File: src/hdl/mse_pkg.sv
// Shared types and constants of the merge sort engine
package mse_pkg;

  localparam int unsigned DataW = 32;

  // Source of the data written into a store bank
  typedef enum logic [1:0] {
    WSEL_INPUT = 2'd0,
    WSEL_LEFT  = 2'd1,
    WSEL_RIGHT = 2'd2
  } wsel_e;

  // Commands from the controller to the datapath
  typedef struct packed {
    logic  wr_en;
    logic  wr_bank;
    wsel_e wr_sel;
    logic  rd_en;
    logic  rd_bank;
  } dp_cmd_t;

endpackage

File: src/hdl/mse_ctrl.sv
// Controller: load counting, bottom-up merge sequencing and result emission
module mse_ctrl #(
  parameter int unsigned DEPTH = 64
) (
  input  logic                          clk_i,
  input  logic                          rst_ni,
  input  logic                          in_valid_i,
  output logic                          in_ready_o,
  input  logic                          last_in_i,
  output logic                          out_valid_o,
  input  logic                          out_ready_i,
  output logic                          last_out_o,
  output logic                          dropped_o,
  input  logic                          a_le_b_i,
  output mse_pkg::dp_cmd_t              cmd_o,
  output logic [$clog2(DEPTH)-1:0]      wr_addr_o,
  output logic [$clog2(DEPTH)-1:0]      rd_addr_a_o,
  output logic [$clog2(DEPTH)-1:0]      rd_addr_b_o
);
  import mse_pkg::*;

  localparam int unsigned AW = $clog2(DEPTH);
  localparam int unsigned CW = $clog2(DEPTH + 1);
  localparam int unsigned IW = CW + 2;

  typedef enum logic [5:0] {
    S_LOAD  = 6'b000001,
    S_RUN   = 6'b000010,
    S_RD    = 6'b000100,
    S_WR    = 6'b001000,
    S_ORD   = 6'b010000,
    S_OWAIT = 6'b100000
  } state_e;

  state_e        state_q, state_d;
  logic [CW-1:0] cnt_q, cnt_d;
  logic          ovf_q, ovf_d;
  logic          pass_q, pass_d;
  logic [CW:0]   width_q, width_d;
  logic [CW-1:0] lo_q, lo_d, mid_q, mid_d, hi_q, hi_d;
  logic [CW-1:0] i_q, i_d, j_q, j_d, k_q, k_d;

  logic [IW-1:0] n_w, width_w, mid_s, hi_s, next_lo;
  logic          take_left, last_res;

  // run bounds for the current lo and width
  always_comb begin
    n_w     = IW'(cnt_q);
    width_w = IW'(width_q);
    mid_s   = IW'(lo_q) + width_w;
    hi_s    = IW'(lo_q) + (width_w << 1);
    next_lo = hi_s;
  end

  assign take_left = (i_q < mid_q) && ((j_q >= hi_q) || a_le_b_i);
  assign last_res  = ({1'b0, k_q} + 1'b1) == {1'b0, cnt_q};

  // next-state and command logic
  always_comb begin
    state_d     = state_q;
    cnt_d       = cnt_q;
    ovf_d       = ovf_q;
    pass_d      = pass_q;
    width_d     = width_q;
    lo_d        = lo_q;
    mid_d       = mid_q;
    hi_d        = hi_q;
    i_d         = i_q;
    j_d         = j_q;
    k_d         = k_q;
    cmd_o       = '0;
    cmd_o.wr_sel = WSEL_INPUT;
    wr_addr_o   = k_q[AW-1:0];
    rd_addr_a_o = i_q[AW-1:0];
    rd_addr_b_o = j_q[AW-1:0];
    in_ready_o  = 1'b0;
    out_valid_o = 1'b0;

    case (state_q)
      S_LOAD: begin
        in_ready_o = 1'b1;
        if (in_valid_i) begin
          if (cnt_q < CW'(DEPTH)) begin
            cmd_o.wr_en   = 1'b1;
            cmd_o.wr_bank = 1'b0;
            cmd_o.wr_sel  = WSEL_INPUT;
            wr_addr_o     = cnt_q[AW-1:0];
            cnt_d         = cnt_q + 1'b1;
          end else begin
            ovf_d = 1'b1;
          end
          if (last_in_i) begin
            pass_d  = 1'b0;
            width_d = (CW+1)'(1);
            lo_d    = '0;
            k_d     = '0;
            state_d = (cnt_d > CW'(1)) ? S_RUN : S_ORD;
          end
        end
      end
      S_RUN: begin
        mid_d   = (mid_s > n_w) ? cnt_q : mid_s[CW-1:0];
        hi_d    = (hi_s > n_w) ? cnt_q : hi_s[CW-1:0];
        i_d     = lo_q;
        j_d     = (mid_s > n_w) ? cnt_q : mid_s[CW-1:0];
        k_d     = lo_q;
        state_d = S_RD;
      end
      S_RD: begin
        cmd_o.rd_en   = 1'b1;
        cmd_o.rd_bank = pass_q;
        state_d       = S_WR;
      end
      S_WR: begin
        cmd_o.wr_en   = 1'b1;
        cmd_o.wr_bank = ~pass_q;
        cmd_o.wr_sel  = take_left ? WSEL_LEFT : WSEL_RIGHT;
        k_d = k_q + 1'b1;
        if (take_left) begin
          i_d = i_q + 1'b1;
        end else begin
          j_d = j_q + 1'b1;
        end
        if (({1'b0, k_q} + 1'b1) == {1'b0, hi_q}) begin
          // run finished
          if (next_lo >= n_w) begin
            // pass finished: swap banks and double the run width
            pass_d  = ~pass_q;
            width_d = width_q << 1;
            if ((width_w << 1) >= n_w) begin
              k_d     = '0;
              state_d = S_ORD;
            end else begin
              lo_d    = '0;
              state_d = S_RUN;
            end
          end else begin
            lo_d    = next_lo[CW-1:0];
            state_d = S_RUN;
          end
        end else begin
          state_d = S_RD;
        end
      end
      S_ORD: begin
        cmd_o.rd_en   = 1'b1;
        cmd_o.rd_bank = pass_q;
        rd_addr_a_o   = k_q[AW-1:0];
        state_d       = S_OWAIT;
      end
      S_OWAIT: begin
        out_valid_o = 1'b1;
        if (out_ready_i) begin
          if (last_res) begin
            cnt_d   = '0;
            ovf_d   = 1'b0;
            state_d = S_LOAD;
          end else begin
            k_d     = k_q + 1'b1;
            state_d = S_ORD;
          end
        end
      end
      default: begin
        state_d = S_LOAD;
      end
    endcase
  end

  assign last_out_o = last_res;
  assign dropped_o  = ovf_q;

  // control registers
  always_ff @(posedge clk_i or negedge rst_ni) begin
    if (!rst_ni) begin
      state_q <= S_LOAD;
      cnt_q   <= '0;
      ovf_q   <= 1'b0;
      pass_q  <= 1'b0;
      width_q <= '0;
      lo_q    <= '0;
      mid_q   <= '0;
      hi_q    <= '0;
      i_q     <= '0;
      j_q     <= '0;
      k_q     <= '0;
    end else begin
      state_q <= state_d;
      cnt_q   <= cnt_d;
      ovf_q   <= ovf_d;
      pass_q  <= pass_d;
      width_q <= width_d;
      lo_q    <= lo_d;
      mid_q   <= mid_d;
      hi_q    <= hi_d;
      i_q     <= i_d;
      j_q     <= j_d;
      k_q     <= k_d;
    end
  end

endmodule

File: config.mk
export PLATFORM = sky130hd
export DESIGN_NAME = mse_ctrl
export DESIGN_NICKNAME = d
export VERILOG_FILES = /design/src/hdl/mse_pkg.sv /design/src/hdl/mse_ctrl.sv
export SDC_FILE = /design/constraint.sdc
export NUM_CORES = 1
export LEC_CHECK = 0
export BUFFER_PORTS_ARGS = -buffer_cell sky130_fd_sc_hd__buf_2
export CAP_MARGIN = 20
export CORE_MARGIN = 2
export CORE_UTILIZATION = 55
export CTS_CLUSTER_DIAMETER = 150
export DETAILED_ROUTE_END_ITERATION = 8
export GPL_TIMING_DRIVEN = 1
export HOLD_SLACK_MARGIN = 0.05
export MAX_ROUTING_LAYER = met4
export PLACE_DENSITY = 0.85
export SLEW_MARGIN = 5
export SYNTH_ARGS = -nofsm -noshare
export SYNTH_HDL_FRONTEND = slang
export SYNTH_SLANG_ARGS = --single-unit
File: constraint.sdc
create_clock -name clk_i -period 3.22 [get_ports clk_i]
set_input_delay 0.966 -clock clk_i [delete_from_list [all_inputs] [get_ports clk_i]]
set_output_delay 0.966 -clock clk_i [all_outputs]
set_load 0.02 [all_outputs]
==> Word-level counts from Yosys, hierarchy flattened <==
Cells that the tools add are included.
{ "word_totals": {"regBits": 65, "latch_bits": 0, "ramBits": 0, "romBits": 0, "input_bits": 6, "output_inout_bits": 28, "word_cells": 121, "memories": 0} }
{ "classes": {"addsub": 7, "n_mul": 0, "div_mod_pow": 0, "magnitude_cmp": 8, "eq_ne": 19, "shifts": 0, "n_mux": 60, "n_bitwise": 1, "reduce_logical": 15} }
{ "op_table": {"columns": ["op", "n"], "rows": [
  ["7-bit 2-to-1 mux", 20],
  ["7-bit case mux with 2 select lines", 4],
  ["6-bit 2-to-1 mux", 9],
  ["6-bit case mux with 6 select lines", 1],
  ["8-bit 2-to-1 mux", 4],
  ["7-bit by 1-bit adder with 7-bit output, second input constant", 4],
  ["7-bit case mux with 4 select lines", 1],
  ["2-bit != test, second input constant", 10],
  ["5-bit AND reduction", 4],
  ["9-bit by 7-bit >= comparator with 1-bit output", 2],
  ["9-bit by 7-bit > comparator with 1-bit output", 2],
  ["8-bit by 7-bit == test with 1-bit output", 2],
  ["8-bit case mux with 2 select lines", 1],
  ["5-bit 2-to-1 mux", 3],
  ["1-bit 2-to-1 mux", 10],
  ["7-bit by 8-bit adder with 9-bit output", 1],
  ["7-bit by 9-bit adder with 9-bit output", 1],
  ["7-bit by 1-bit adder with 8-bit output, second input constant", 1],
  ["4-bit 2-to-1 mux", 2],
  ["4-bit case mux with 2 select lines", 1],
  ["7-bit >= comparator", 1],
  ["7-bit by 1-bit > comparator with 1-bit output, second input constant", 1],
  ["7-bit < comparator", 1],
  ["7-bit < comparator, second input constant", 1],
  ["other kinds (18)", 23]
]} }

==> Logic depth before layout (Yosys ltp) <==
Gate-level depths: netlist of run 1.
{ "depth": {"depth_word": 9, "mapped_depth": 13, "depth_no_buf": 13} }

==> Worst setup path before layout of run 1 <==
Ideal clock, no wire load.
{ "synth_timing": {"kind": "register to output", "start": "register state_q[1]", "end": "output port wr_addr_o[0]", "arrival_ns": 2.111, "t_required_ns": 2.254, "path_slack_ns": 0.143, "stages_incl_launch_ff": 7, "n_path_buf": 0, "path_cell_list": "dfrtp_1 -> nor3_1 -> nand3_1 -> inv_1 -> nand2_1 -> nor2_1 -> mux2_2"} }
{ "synth_between": {"elab_chain_len": 2} }
{ "synth_lines": {"columns": ["item", "line", "source"], "rows": [
  ["start, declared", "mse_ctrl.sv:35", "state_e state_q, state_d;"],
  ["start signal, assigned", "mse_ctrl.sv:188", "state_q <= state_d;"],
  ["6-bit by 1-bit == test with 1-bit output", "mse_ctrl.sv:79", "case (state_q)"],
  ["6-bit 2-to-1 mux", "mse_ctrl.sv:79", null],
  ["end, declared", "mse_ctrl.sv:16", "output logic [$clog2(DEPTH)-1:0] wr_addr_o,"]
]} }
No other way between the ends.

==> Worst setup path after layout of run 1 <==
{ "layout_timing": {"start": "register width_q[1]", "end": "register mid_q[1]"} }
{ "layout_between": {"elab_chain_len": 3} }
{ "layout_lines": {"columns": ["item", "line", "source"], "rows": [
  ["start, declared", "mse_ctrl.sv:39", "logic [CW:0] width_q, width_d;"],
  ["start signal, assigned", "mse_ctrl.sv:192", "width_q <= width_d;"],
  ["7-bit by 8-bit adder with 9-bit output (*)", "mse_ctrl.sv:50", "mid_s = IW'(lo_q) + width_w;"],
  ["9-bit by 7-bit > comparator with 1-bit output", "mse_ctrl.sv:102", "mid_d = (mid_s > n_w) ? cnt_q : mid_s[CW-1:0];"],
  ["7-bit 2-to-1 mux (*)", "mse_ctrl.sv:102", null],
  ["end signal, assigned", "mse_ctrl.sv:194", "mid_q <= mid_d;"],
  ["end, declared", "mse_ctrl.sv:40", "logic [CW-1:0] lo_q, lo_d, mid_q, mid_d, hi_q, hi_d;"]
]} }
Mark *: on every way between the ends. The rest lies on a longest branch, timed or not.
A chain may end at the register's enable or synchronous reset.

==> metrics.txt, run 1 <==
outcome=finished with violations; failing checks=setup timing; most frequent cell after synthesis=dfrtp_1; Reg2Reg Setup Slack=-180 ps; first-pass GRT wire length=approximately 26000 um; Pleak=3.07 nW; Pwr Total=around 0.0047 W; maximum operating frequency=just under 300 MHz; Tcrit/Tclk final=106%; H-Tree Depth=3; asr flop ratio synth=100%; Syn Inst Count=603; ys flop type=dfrtp_1; worst-path cell chain=buf_6, buf_6, ha_4, a21oi_2, o21bai_1, buf_4, a21oi_1, xnor2_1, ha_2, a211oi_2, o21ai_1, a21oi_2, buf_4, o221ai_4, mux2i_1, nand2_1, a21boi_0; dpl cells=~800; clock tree buffer depth=2; CTS tree=yes; Root Driver=clkbuf_8; largest cells by area after synthesis=dfrtp_1, ha_1, nand2_1; peak supply drop=about 0.37 mV; Hold WC Path Type=register to register; WP data required=3470 ps; Die Wd=102 um; initial antenna violation count=0; total power per unit cell area=727 nW/um2; DR vias/cell=approximately 6.6; drt wl/cell=about 21 um; Yosys warnings=0; Seq cells post-synth=64; clock latency on the worst-skew pair=between 300 and 400 ps; Max Slew Vio Count=0; Hold EP=mid_q[6]; main combinational cell family by area after synthesis=compound AO/OA/AOI/OAI gates; hold_sp=mid_q[6]; mapped cell area=5250 um2; Synth top area share=approximately 30%; crit path DAT=~3700 ps; Post-synth top cells=dfrtp_1, nand2_1, ha_1, o21ai_0, inv_1; Worst-path clk slew=roughly 70 ps; RD Place Congestion=1.03; adder-cell area share of the yosys netlist=around an eighth; Synth Area in Simple Gates=a little under a fifth; Layout Skew=roughly 10 ps; maximum fanout along the worst path=5; Iter 0 DRT Violations=533; I/O pin cnt=34; Avg Cell Area, Syn=around 8.7 um2; measured slew at the worst slew-check pin=about 800 ps; fin cells=between 800 and 900; post-DP HPWL=approximately 12000 um; synth unique cells=76; Critical R2R Capture=mid_q[1]; Final Hold Vio Count=0; Mapped Nets=about 660; Worst path max stage delay=440 ps; hold path depth=2; number of diodes=0; Synth Area in XOR/XNOR=3.96%; P&R area growth vs syn=22.8%; Via Count=about 5.5k; Relative slew margins=roughly 46%; Tot GR Track Use=between 30% and 40%; CP max-delay cell=dfrtp_1; die area=10300 um2; final setup violation count=25; largest net degree at the start of global routing=34; Num CTS Buffers=9; mux contribution to synthesized area=4.10%; port bufs=33; final instance area=about 6500 um2; R2R cell count=17; Worst Setup End Kind=register; compound-cell area share of the yosys netlist=between 20% and 30%; R2R Path Start=width_q[1]; multi-input logic area=between 3000 and 4000 um2; Clock Sinks=64; Startpoint Class=register; leading area contributor after synthesis=dfrtp_1; Chip Height=approximately 100 um; max cap viols=0; Fillers=around 640; placed cell area=between 5000 and 6000 um2; number of enable flip-flop cells after synthesis=0; Final Util=between 60% and 70%; Routed Antenna Nets=0; final WL=about 17000 um; # nets final=743; crit path kind=register to register; crit path time final=~3400 ps; number of global-route vias before repair=5136; GRT overflow=0; register area share after synthesis=30.5%; residual DRC count=0; drt first pass iters=6; Starting Density=56.8%; row count=35; min setup slack post-route=-179 ps; unrepaired setup endpoints after global routing=yes; share of cells above drive strength 1=29.7%; Core ar.=9240 um2; FF+latch area=between 1500 and 2000 um2
==> what timing repair did <==
item	in CTS	in global routing
gates resized for setup	19	49
setup buffers	3	19
cloned	1	0
pin swaps	3	27
hold buffers	0	0
endpoints found under the setup margin	44	52
==> cell usage in the layout, fill, tap and decap left out, types with 8 or more instances in the layout <==
| master | count |
|---|---|
| buf_4 | 72 |
| nand2_1 | 60 |
| dfrtp_1 | 57 |
| ha_1 | 42 |
| inv_1 | 36 |
| nor2_1 | 35 |
| o21ai_0 | 35 |
| buf_2 | 32 |
| a21oi_1 | 26 |
| nand3_1 | 19 |
| a21o_1 | 16 |
| xnor2_1 | 13 |
| mux2i_1 | 11 |
| clkbuf_8 | 10 |
| a31oi_1 | 9 |
| nand4_1 | 8 |
| mux2_2 | 8 |
==> power by group <==
part	internal, W	switching (W)
clock	0.000536	0.000338
combinational	0.00105	0.00144
sequential	0.00102	0.000307
==> through the flow <==
stage                     hold WS (ps)  TNS (ps)  setup WS [ps]
final                              513     -1870           -179
after CTS                          503         0           1.07
after global routing               553     -5430           -288
after floorplan                    450         0            143
after detailed placement           487     -1880           -179
after global placement             467         0           6.56
==> worst max-delay path: cells and delay by family, from the launching register on <==
kind,cells,cell delay (ps)
AOI/OAI and AO/OA,8,1450
buffers and inverters,4,580
DFF,1,440
adders and majority gates,2,370
xor gates and xnor gates,1,180
muxes,1,170
and+or+nand+nor,1,130
==> worst max-delay path by stage <==
stage,startpoint,end,slack [ps],cells after the start
after global routing,width_q[1],mid_q[1],-290,17
after global placement,width_q[1],mid_q[4],7,15
after CTS,hi_q[0],cmd_o[3],1,8
final,width_q[1],mid_q[1],-180,17
after detailed placement,width_q[1],mid_q[4],-180,15
after floorplan,state_q[1],wr_addr_o[0],140,6
==> state kept, by name (all words and copies together), names as in the netlist, 6 cells and up <==
| signal | flops |
|---|---|
| lo_q | 6 |
| mid_q | 7 |
| k_q | 7 |
| j_q | 7 |
| state_q | 6 |
| width_q | 8 |
| hi_q | 7 |
| cnt_q | 7 |
| i_q | 7 |
==> area by class of cell <==
type,instances,share of cell area (%)
clock buffer,11,2.19
sequential,64,25.0
multi-input combinational,467,54.8
tap,129,2.50
timing repair buffer,108,11.7
inverter,38,2.21
clock inverter,5,1.61
==> metal layers <==
metal | global-route usage, % | part of all wire (%) | vias to the layer above
li1 | - | - | 2395
met1 | 41.0 | 37 | 2569
met2 | 52.7 | 48 | 376
met3 | 6.42 | 8.8 | 113
met4 | 18.3 | 6.3 | 0
met5 | - | 0 | -
==> logic make-up (layout without fill, tap and decap cells) <==
kind of cell               Yosys count  in the layout
muxes                               20             20
AOI/OAI and AO/OA                  181            182
xor gates and xnor gates            22             22
DFF                                 64             64
buffers and inverters               73            162
adders and majority gates           49             49
and+or+nand+nor                    194            194
Note: power is estimated with default switching activity, not from simulation.
==> run 2, diff against run 1 <==
Settings changed: CAP_MARGIN 20 to default, SKIP_CTS_REPAIR_TIMING from default to 1.
==> run 2 against run 1 <==
Net effect: the flow still finishes with violations (setup timing); via count grew 2.4%; non-clock buffer count grew 4; clock skew is 2.8 ps higher; sequential share of layout area decreased by 0.21 points; critical path depth is 2 lower; clock power grew 0.8%; register-to-register slack better by 50 ps; sequential power is essentially flat.
==> metrics.txt, run 2 (same netlist as run 1, synthesis figures left out) <==
outcome=finished with violations; failing checks=setup timing; Worst Setup End Kind=register; residual DRC count=0; GRT overflow=0; fin cells=a little over 800; peak supply drop=approximately 0.4 mV; Die Wd=102 um; Relative slew margins=around 47%; first-pass GRT wire length=25500 um; clock tree buffer depth=2; CTS tree=yes; min setup slack post-route=-130 ps; row count=35; DR vias/cell=around 6.8; largest net degree at the start of global routing=34; final instance area=around 6500 um2; crit path time final=about 3300 ps; port bufs=33; # nets final=about 750; initial antenna violation count=0; unrepaired setup endpoints after global routing=yes; worst setup path start=width_q[1]; P&R area growth vs syn=24.0%; H-Tree Depth=3; number of global-route vias before repair=~5k; placed cell area=5760 um2; final setup violation count=17; Tot GR Track Use=32.8%; FF+latch area=approximately 1600 um2; drt first pass iters=6; Core ar.=9240 um2; Routed Antenna Nets=0; clock latency on the worst-skew pair=between 300 and 400 ps; R2R Path Start=width_q[1]; WP data required=about 3500 ps; die area=approximately 10000 um2; drt wl/cell=~21 um; dpl cells=783; Starting Density=between 50% and 60%; Startpoint Class=register; Clock Sinks=64; Num CTS Buffers=9; number of diodes=0; commonest non-fill, non-tap cell in the layout=buf_4; I/O pin cnt=34; RD Place Congestion=1.03; post-DP HPWL=approximately 12000 um; Max Slew Vio Count=0; Largest register FFs=8; crit path DAT=roughly 3600 ps; measured slew at the worst slew-check pin=about 800 ps; Worst-path clk slew=around 70 ps; Iter 0 DRT Violations=between 500 and 600; hold_sp=mid_q[6]; multi-input logic area=about 3600 um2; Final Hold Vio Count=0; total power per unit cell area=728 nW/um2; crit path kind=register to register; share of cells above drive strength 1=between 30% and 40%; Fillers=622; Root Driver=clkbuf_8; leading cell types in the layout, fill and taps excluded=buf_4, nand2_1, dfrtp_1; Layout Skew=about 13 ps; Chip Height=roughly 100 um; Pleak=a little over 3 nW; Via Count=5584; final WL=about 18000 um; maximum fanout along the worst path=5; max cap viols=0; Tcrit/Tclk final=104%; Top reg by flops=width_q; maximum operating frequency=299 MHz; Hold WC Path Type=register to register
[run 2: changes by cell type in the layout (fill, tap and decap cells not counted), sizes merged]
cell,before,now
buf,108,112
[run 2: critical path, cell delays in order, from the launching register on]
cell and delay [ps]:
dfrtp_1 440, buf_6 140, buf_4 130, ha_4 150
a21oi_2 140, o21bai_1 120, buf_4 170, xor2_2 170
ha_1 390, nand4_1 180, buf_4 200, o22ai_4 260
o221ai_2 220, mux2i_1 230, nand2_1 130, a21boi_0 150
[run 2: area by class of cell]
type / count / area share (%)
Clock buffer: 11 / 2.17
Clock inverter: 5 / 1.60
Inverter: 38 / 2.19
Multi-Input combinational cell: 467 / 54.7
Sequential cell: 64 / 24.8
Tap cell: 129 / 2.48
Timing Repair Buffer: 112 / 12.1
[run 2: per-layer routing]
metal	GRT usage, %	vias up	wire [um]
li1	-	2397	-
met1	39.5	2622	6510
met2	52.0	422	8110
met3	6.76	143	1780
met4	16.6	0	1350
met5	-	-	0
[run 2: final timing paths]
kind	slack, ps	to	cells after the start
max	-130	mid_q[1]	15
min	510	mid_q[6]	2
max reg2reg	-130	mid_q[1]	15
min reg2reg	510	mid_q[6]	2
max in group asynchronous	1870	hi_q[5]	2
min in group asynchronous	680	i_q[4]	1
[run 2: power by group]
part | switching, W | internal, W | total (W)
sequential | 0.000293 | 0.00102 | 0.00131
clock | 0.000345 | 0.000536 | 0.000881
combinational | 0.00148 | 0.00106 | 0.00254
[run 2: per-stage QoR]
step	setup WS (ps)	TNS [ps]	hold slack [ps]	utilization (%)	power, W
4_1_cts	-195	-3820	503	65.0	0.00431
2_1_floorplan	143	0	450	-	0.00280
6_report	-130	-746	509	70.5	0.00474
3_5_place_dp	-179	-1880	487	62.4	0.00343
3_3_place_gp	6.56	0	467	62.4	0.00334
5_1_grt	-189	-3280	549	70.5	0.00499
==> run 3, diff against run 2 <==
==> constraint.sdc (replaced) <==
create_clock -name clk_i -period 3.22 [get_ports clk_i]
set_input_delay 0.644 -clock clk_i [delete_from_list [all_inputs] [get_ports clk_i]]
set_output_delay 0.644 -clock clk_i [all_outputs]
set_load 0.02 [all_outputs]
==> run 3 against run 2 <==
Net effect: the run ends with DRC, setup timing left; die area unchanged; sequential power barely moved; first-iteration DRC count down 8.8%; sequential share of layout area is 0.86 points higher; hold slack got worse by 210 ps; register-to-register slack gained 80 ps; final area decreased by 3.6%; clock power shrank 17%; global-route usage grew 0.39 points; combinational power down 8.3%; maximum frequency rose by 2.4%; critical path type unchanged; largest cell class unchanged; largest power group unchanged.
==> metrics.txt, run 3 (same netlist as run 1, synthesis figures left out) <==
outcome=finished with violations; failing checks=DRC, setup timing; Pwr Total=about 0.0044 W; residual DRC count=2; final WL=17100 um; Worst Setup End Kind=register; peak supply drop=0.312 mV; GRT overflow=0; max cap viols=0; Root Driver=clkbuf_8; measured slew at the worst slew-check pin=around 740 ps; drt first pass iters=7; die area=about 10000 um2; Routed Antenna Nets=0; Reg2Reg Setup Slack=-50 ps; Via Count=between 5k and 6k; R2R cell count=15; final instance area=roughly 6300 um2; DR vias/cell=6.64; R2R Path Start=width_q[2]; clock latency on the worst-skew pair=between 300 and 400 ps; total power per unit cell area=~700 nW/um2; RD Place Congestion=1.03; Worst path max stage delay=approximately 450 ps; Hold WC Path Type=input pin to async pin; min setup slack post-route=-52.0 ps; clock tree buffer depth=2; Tcrit/Tclk final=102%; leading cell types in the layout, fill and taps excluded=nand2_1, buf_4, dfrtp_1; Pleak=2.99 nW; final setup violation count=9; crit path time final=about 3300 ps; WHS=299 ps; Iter 0 DRT Violations=roughly 480; unrepaired setup endpoints after global routing=yes; Tot GR Track Use=33.2%; number of diodes=0; Die Wd=between 100 and 150 um; Max Slew Vio Count=0; worst-path cell chain=buf_6, ha_4, a21oi_4, o21bai_4, a31oi_4, xnor2_1, ha_1, a211oi_2, o21ai_1, a21oi_2, o221ai_4, buf_6, mux2i_1, nand2_1, a21boi_1; Starting Density=roughly 57%; Num CTS Buffers=9; Worst-path clk slew=approximately 80 ps; fin cells=between 800 and 900; Core ar.=a little over 9000 um2; share of cells above drive strength 1=about 27%; maximum operating frequency=about 300 MHz; P&R area growth vs syn=19.5%; drt wl/cell=~21 um; crit path DAT=~3500 ps; Final Hold Vio Count=0; Clock Sinks=64; placed cell area=5730 um2; Worst setup endpoint=mid_q[4]; Layout Skew=14.0 ps; I/O pin cnt=34; Startpoint Class=register; post-DP HPWL=11900 um; largest net degree at the start of global routing=37; Largest register FFs=8; CP max-delay cell=dfrtp_2; maximum fanout along the worst path=6; Chip Height=a little over 100 um; initial antenna violation count=0; worst setup path start=width_q[2]; Relative slew margins=about half; Fillers=between 600 and 700; WP data required=3450 ps; # nets final=730; number of global-route vias before repair=around 5k; port bufs=33; CTS tree=yes; crit path kind=register to register; Critical R2R Capture=mid_q[4]; Top reg by flops=width_q; row count=35; H-Tree Depth=3; first-pass GRT wire length=around 26000 um; Top cell by count, worst path=buf_6; dpl cells=780
==> run 3: layout make-up <==
cell class	count	area (um2)	share of cell area (%)
inverter	38	143	2.27
tap	129	161	2.57
sequential	64	1610	25.6
timing repair buffer	96	649	10.3
clock inverter	5	56.3	0.897
clock buffer	11	141	2.25
multi-input combinational	466	3520	56.0
==> run 3: worst max-delay path, delay by kind of cell (launching register included) <==
family | cells | cell delay [ps]
buffers and inverters | 2 | 320
flip-flops | 1 | 450
adder cells (fa/ha/maj) | 2 | 590
AND/OR/NAND/NOR | 1 | 110
multiplexers | 1 | 170
AO/OA/AOI/OAI | 8 | 1400
XOR/XNOR | 1 | 100
==> run 3: worst min-delay path by stage <==
| stage | start | endpoint | slack [ps] | cells after the start |
|---|---|---|---|---|
| after floorplan | rst_ni | cnt_q[0] | 350 | 0 |
| after global placement | mid_q[6] | mid_q[6] | 470 | 2 |
| after detailed placement | mid_q[6] | mid_q[6] | 470 | 2 |
| after CTS | rst_ni | i_q[5] | 320 | 2 |
| after global routing | rst_ni | i_q[5] | 320 | 2 |
| final | rst_ni | i_q[5] | 300 | 2 |
==> run 3: metal layers <==
layer / global-route usage (%) / vias to the layer above / wire length (um)
met3: 5.80 / 86 / 1530
met1: 40.0 / 2574 / 6650
met2: 52.4 / 357 / 8030
met4: 18.6 / 0 / 864
li1: - / 2358 / -
met5: - / - / 0
==> run 3: stage by stage <==
stage               setup TNS [ps]  util, %  worst slack [ps]
floorplan                        0        -               150
global placement             -7.57     62.0             -7.57
detailed placement           -3860     62.0              -241
CTS                          -7020     64.1              -282
global route                 -2040     67.9              -122
finish                        -213     67.9             -52.0
==> run 3: power by group <==
group,internal (W),switching [W],leakage (nW)
logic,0.000953,0.00138,2.06
registers,0.00102,0.000297,0.827
clock network,0.000378,0.000351,0.0993
